### config.mk
export PLATFORM = sky130hd
export DESIGN_NAME = cps_back
export DESIGN_NICKNAME = d
export VERILOG_FILES = /design/src/hw/rtl/closest_point_on_segment_defines.svh /design/src/hw/rtl/cps_pkg.sv /design/src/hw/rtl/cps_back.sv
export SDC_FILE = /design/constraint.sdc
export NUM_CORES = 1
export LEC_CHECK = 0
export BUFFER_PORTS_ARGS = -buffer_cell sky130_fd_sc_hd__buf_2
export CORE_ASPECT_RATIO = 1.2
export CORE_MARGIN = 2
export CORE_UTILIZATION = 50
export CTS_CLUSTER_DIAMETER = 30
export DETAILED_ROUTE_END_ITERATION = 10
export PLACE_DENSITY = 0.71
export SLEW_MARGIN = 15
export SYNTH_ARGS = -nofsm -noshare
export SYNTH_HDL_FRONTEND = slang
export SYNTH_SLANG_ARGS = --single-unit
### constraint.sdc
create_clock -name clk_i -period 10.1 [get_ports clk_i]
set_clock_uncertainty 0.05 [all_clocks]
set_input_delay 2.02 -clock clk_i [delete_from_list [all_inputs] [get_ports clk_i]]
set_output_delay 2.02 -clock clk_i [all_outputs]
set_load 0.02 [all_outputs]
### src/hw/rtl/closest_point_on_segment_defines.svh
// assertion macros for the closest point on segment block
// used by the top level; expects clk_i and rst_ni in scope
`ifndef CLOSEST_POINT_ON_SEGMENT_DEFINES_SVH
`define CLOSEST_POINT_ON_SEGMENT_DEFINES_SVH
`ifndef SYNTHESIS
`define CPS_ASSERT(lbl, prop) \
  lbl: assert property (@(posedge clk_i) disable iff (!rst_ni) (prop)) \
    else $error("cps assertion failed");
`define CPS_ASSERT_NEXT(lbl, pre, post) \
  lbl: assert property (@(posedge clk_i) disable iff (!rst_ni) (pre) |=> (post)) \
    else $error("cps assertion failed");
`else
`define CPS_ASSERT(lbl, prop)
`define CPS_ASSERT_NEXT(lbl, pre, post)
`endif
`endif

### src/hw/rtl/cps_pkg.sv
// shared widths, stage types and helpers for the closest point on segment block
// no dependencies
`timescale 1ns / 1ps
package cps_pkg;
  localparam int CW    = 16;
  localparam int MDW   = 16;
  localparam int DW    = CW + 1;
  localparam int NW    = 2 * CW + 3;
  localparam int DENW  = 2 * CW + 1;
  localparam int PW    = DENW + CW;
  localparam int DISTW = 2 * CW + 1;
  localparam int RW    = 2 * MDW;
  localparam int CMPW  = (DISTW > RW) ? DISTW : RW;
  localparam int NFRONT = 4;
  localparam int NBACK  = 3;
  localparam int NST    = NFRONT + CW + NBACK;

  localparam logic [1:0] MODE_START = 2'd0;
  localparam logic [1:0] MODE_END   = 2'd1;
  localparam logic [1:0] MODE_MID   = 2'd2;

  typedef struct packed {
    logic [CW-1:0] sx;
    logic [CW-1:0] sy;
    logic [CW-1:0] ex;
    logic [CW-1:0] ey;
    logic [CW-1:0] qx;
    logic [CW-1:0] qy;
  } pts_t;

  typedef struct packed {
    pts_t            pts;
    logic            negx;
    logic            negy;
    logic [1:0]      mode;
    logic [DENW-1:0] den;
    logic [DENW-1:0] rx;
    logic [DENW-1:0] ry;
    logic [CW-1:0]   lox;
    logic [CW-1:0]   loy;
    logic [CW-1:0]   quo_x;
    logic [CW-1:0]   quo_y;
  } div_t;

  function automatic div_t div_step(div_t a);
    div_t          o;
    logic [DENW:0] tx;
    logic [DENW:0] ty;
    logic [DENW:0] d;
    o  = a;
    d  = {1'b0, a.den};
    tx = {a.rx, a.lox[CW-1]};
    ty = {a.ry, a.loy[CW-1]};
    if (tx >= d) begin
      o.rx    = DENW'(tx - d);
      o.quo_x = {a.quo_x[CW-2:0], 1'b1};
    end else begin
      o.rx    = tx[DENW-1:0];
      o.quo_x = {a.quo_x[CW-2:0], 1'b0};
    end
    if (ty >= d) begin
      o.ry    = DENW'(ty - d);
      o.quo_y = {a.quo_y[CW-2:0], 1'b1};
    end else begin
      o.ry    = ty[DENW-1:0];
      o.quo_y = {a.quo_y[CW-2:0], 1'b0};
    end
    o.lox = {a.lox[CW-2:0], 1'b0};
    o.loy = {a.loy[CW-2:0], 1'b0};
    return o;
  endfunction
endpackage

### src/hw/rtl/cps_back.sv
// back stages: nearest point, squared offsets, reach compare and result register
// depends on cps_pkg
`timescale 1ns / 1ps
module cps_back (
  input  logic                       clk_i,
  input  logic [cps_pkg::NBACK-1:0]  en_i,
  input  cps_pkg::div_t              div_i,
  input  logic [cps_pkg::RW-1:0]     reach2_i,
  output logic                       within_reach_o,
  output logic [cps_pkg::CW-1:0]     nearest_x_o,
  output logic [cps_pkg::CW-1:0]     nearest_y_o
);
  logic [cps_pkg::CW-1:0]   nx_d, ny_d, nx1_q, ny1_q, qx1_q, qy1_q, nx2_q, ny2_q;
  logic [cps_pkg::CW-1:0]   adx, ady;
  logic [2*cps_pkg::CW-1:0] sqx2_q, sqy2_q;
  logic [cps_pkg::DISTW-1:0] dsum;
  logic                     ok;
  logic                     within_q;
  logic [cps_pkg::CW-1:0]   outx_q, outy_q;

  always_comb begin
    unique case (div_i.mode)
      cps_pkg::MODE_END: begin
        nx_d = div_i.pts.ex;
        ny_d = div_i.pts.ey;
      end
      cps_pkg::MODE_MID: begin
        nx_d = div_i.negx
             ? div_i.pts.sx - div_i.quo_x - cps_pkg::CW'(div_i.rx != '0)
             : div_i.pts.sx + div_i.quo_x;
        ny_d = div_i.negy
             ? div_i.pts.sy - div_i.quo_y - cps_pkg::CW'(div_i.ry != '0)
             : div_i.pts.sy + div_i.quo_y;
      end
      default: begin
        nx_d = div_i.pts.sx;
        ny_d = div_i.pts.sy;
      end
    endcase
  end

  always_ff @(posedge clk_i) begin
    if (en_i[0]) begin
      nx1_q <= nx_d;
      ny1_q <= ny_d;
      qx1_q <= div_i.pts.qx;
      qy1_q <= div_i.pts.qy;
    end
  end

  assign adx = (qx1_q >= nx1_q) ? qx1_q - nx1_q : nx1_q - qx1_q;
  assign ady = (qy1_q >= ny1_q) ? qy1_q - ny1_q : ny1_q - qy1_q;

  always_ff @(posedge clk_i) begin
    if (en_i[1]) begin
      nx2_q  <= nx1_q;
      ny2_q  <= ny1_q;
      sqx2_q <= (2*cps_pkg::CW)'(adx) * (2*cps_pkg::CW)'(adx);
      sqy2_q <= (2*cps_pkg::CW)'(ady) * (2*cps_pkg::CW)'(ady);
    end
  end

  assign dsum = cps_pkg::DISTW'(sqx2_q) + cps_pkg::DISTW'(sqy2_q);
  assign ok   = cps_pkg::CMPW'(dsum) <= cps_pkg::CMPW'(reach2_i);

  always_ff @(posedge clk_i) begin
    if (en_i[2]) begin
      within_q <= ok;
      outx_q   <= ok ? nx2_q : '0;
      outy_q   <= ok ? ny2_q : '0;
    end
  end

  assign within_reach_o = within_q;
  assign nearest_x_o    = outx_q;
  assign nearest_y_o    = outy_q;
endmodule

==> metrics.csv <==
stage;metric;value;unit
timing;maxSlewViolCount;0;
yosys;synth_top_cell_by_area;fa_1;
setup_path;cp_slowest_stage_delay;560;ps
clocking;htreeDepth;4;
timing;finalSetupTns;0;ps
clocking;postCtsHoldBufs;0;
clocking;cts_sinks;191;
setup_path;cp.arrival;9700;ps
placed_design;globalplace.congestion;0.950;
setup_path;cp-start-kind;flip-flop;
clocking;tritoncts;built;
clocking;cts_buffers;17;
die;die_h;270;um
timing;finalHoldViolations;0;
yosys;ys_types;89;
die;dieWidth;226;um
detailed_routing;ant_nets;0;
die;start_util;50.5;%
status;status;finished, final reports clean;
setup_path;crit_path_end_kind;flip-flop;
grt;grt_antenna_before_repair;6;
clocking;clock_latency;470;ps
yosys;synth_top_flop_cell;edfxtp_1;
yosys;ys_ff_latch;191;
clocking;clk_path_buf_depth;2;
yosys;netlist_instances;3189;
job;cap_viol_max_count;0;
timing;timing.final.crit_share;94.5;%
finish;layout-drive-gt1-share;11.6;%
die;io_pins;332;
yosys;netlist_area;29400;um2
detailed_routing;wl;72.4;mm
worst_hold_path;hold_class;flip-flop to flip-flop;
clocking;root_buffer;clkbuf_16;
clocking;post_cts_buffers;0;
die;core_area;58300;um2
die;core.rowCount;97;
setup_path;cp_common_cell;fa_1;
timing;period_minus_slack;9540;ps
timing;relSlewSlack;33.6;%
setup_path;critPathKind;flip-flop to flip-flop;
detailed_routing;drt_iter0_drc;1141;
finish;nets;4502;
detailed_routing;drt_pass1_iterations;6;
timing;fmax;0.105;GHz
timing;tightest_slew;996;ps
timing;rsz0062_at_grt;false;
die;die_area;60900;um2
setup_path;slowest_stage;fa_1;
grt;overflow;0;
setup_path;path_delay_family;adder cells;
yosys;synth-seq-area-share;19.5;%
grt;grt_max_degree;74;
placed_design;portBuffers;266;
yosys;yosysWarnings;0;
setup_path;critPathRequiredTime;10260;ps
yosys;avgSynthCellArea;9.23;um2
grt;grt_pass1_vias;23700;
grt;globalRouteTotalUtil;24.3;%
detailed_routing;drc;0;
setup_path;crit_fanout;17;
clocking;path_clk_slew;80;ps
placed_design;dpl.hpwl;60.8;mm
timing;finalSetupViolations;0;
yosys;syn-num-nets;4235;
detailed_routing;detail_route.vias_per_cell;5.43;
detailed_routing;drt-wirelength-per-cell;17.2;um
yosys;synth_area_leaders;fa_1 23%, edfxtp_1 19%, ha_1 18%, inv_1 8.4%, xnor2_1 3.5%;
yosys;synthArstFlopShare;0;%
yosys;synth_edf_count;191;
detailed_routing;num_vias;22900;
clocking;ctsResizeCount;0;
finish;area_delta_synth_final;10.3;%
setup_path;worstPathBufferInverterCount;6;
yosys;synth_top_area_share;22.7;%
grt;grt_first_pass_wirelength;117;mm
-- synth_stat cells, types with 11 or more instances --
cell type  number
o21ai_0        80
fa_1          334
o21a_1         27
o21bai_1       24
a21o_1         72
ha_1          413
nand4_1        19
a21oi_1       187
o31ai_1        11
nand2_1       226
nor3_1         39
clkbuf_1       44
nor2b_1        21
edfxtp_1      191
inv_1         661
xnor2_1       117
nor2_1        237
o211ai_1       13
and2_1         40
buf_2          23
nand3_1        33
and3_1         12
nand2b_1       26
a211oi_1       16
a31oi_1        19
or3_1          17
mux2i_1        24
a221oi_1       28
nor4_1         20
xor2_1         50
-- metrics by stage --
stage,setup WS (ps),hold WS (ps),utilization [%],area (um2),std cells
2_1_floorplan,1510,376,-,29400,3189
3_3_place_gp,587,434,54.6,31800,4179
3_5_place_dp,540,433,54.6,31800,4179
4_1_cts,495,437,55.7,32400,4211
5_1_grt,43.3,446,55.7,32500,4213
6_report,555,447,55.7,32500,4214
-- worst reg2reg max path, delay by kind of cell (launching register included) --
kind	cells	cell delay [ps]
adders and majority gates	9	3950
and+or+nand+nor	7	1170
buffers and inverters	6	930
AOI/OAI and AO/OA	10	2460
xor gates and xnor gates	2	270
DFF	1	450
-- layout make-up --
class / count / area (um2)
Sequential cell: 191 / 5740
Clock buffer: 17 / 425
Fill cell: 5255 / 25800
Antenna cell: 3 / 7.51
Tap cell: 742 / 928
Inverter: 673 / 2530
Timing Repair Buffer: 322 / 1750
Clock inverter: 15 / 220
Multi-Input combinational cell: 2251 / 20900
-- placed cells by master (no fill, tap or decap), drive strengths merged, types with 15 or more instances in the layout --
cell type and count:
nor2b 21, nand3 33, a31oi 20, o21a 28, and2 40, a21oi 189
clkbuf 17, nand4 19, or3 18, inv 675, o21bai 24, fa 334
nand2b 26, a21o 73, xor2 51, o21ai 89, a221oi 29, nor3 39
nor2 237, edfxtp 191, nand2 227, ha 413, nor4 22, mux2i 24
o211ai 15, xnor2 121, and3 15, buf 322, a211oi 16
-- metal layers --
metal | GRT usage [%] | vias to the layer above | wire, um
li1 | - | 11000 | -
met1 | 29.6 | 11100 | 29000
met2 | 43.6 | 645 | 36700
met3 | 4.06 | 124 | 4550
met4 | 7.76 | 6 | 2130
met5 | 0 | - | 32
-- worst paths after layout --
path | from | endpoint | slack [ps] | cells after the start
setup / recovery | nx1_q[0] | sqx2_q[30] | 560 | 34
hold / removal | nx1_q[6] | nx2_q[6] | 450 | 0
setup reg to reg | nx1_q[0] | sqx2_q[30] | 560 | 34
hold reg to reg | nx1_q[6] | nx2_q[6] | 450 | 0
-- registers in the layout (all words and copies together), names as in the netlist --
signal / count
nearest_x_o: 16
nearest_y_o: 16
nx1_q: 16
nx2_q: 16
ny1_q: 16
ny2_q: 16
qx1_q: 16
qy1_q: 16
sqx2_q: 31
sqy2_q: 31
within_reach_o: 1
-- cells by family (layout without fill, tap and decap cells) --
kind of cell,Yosys count,in the layout,share of synthesized area [%]
flops,191,191,19.5
other cells,0,3,0
buf+inv,747,1027,9.70
mux,28,28,0.982
simple gates,723,723,11.3
xor+xnor,172,172,5.24
compound gates,581,581,13.0
fa+ha+maj,747,747,40.3
Power is left out: the tool's default activity adds up to more than one toggle a clock period on the data nets, which glitch-free logic cannot reach.
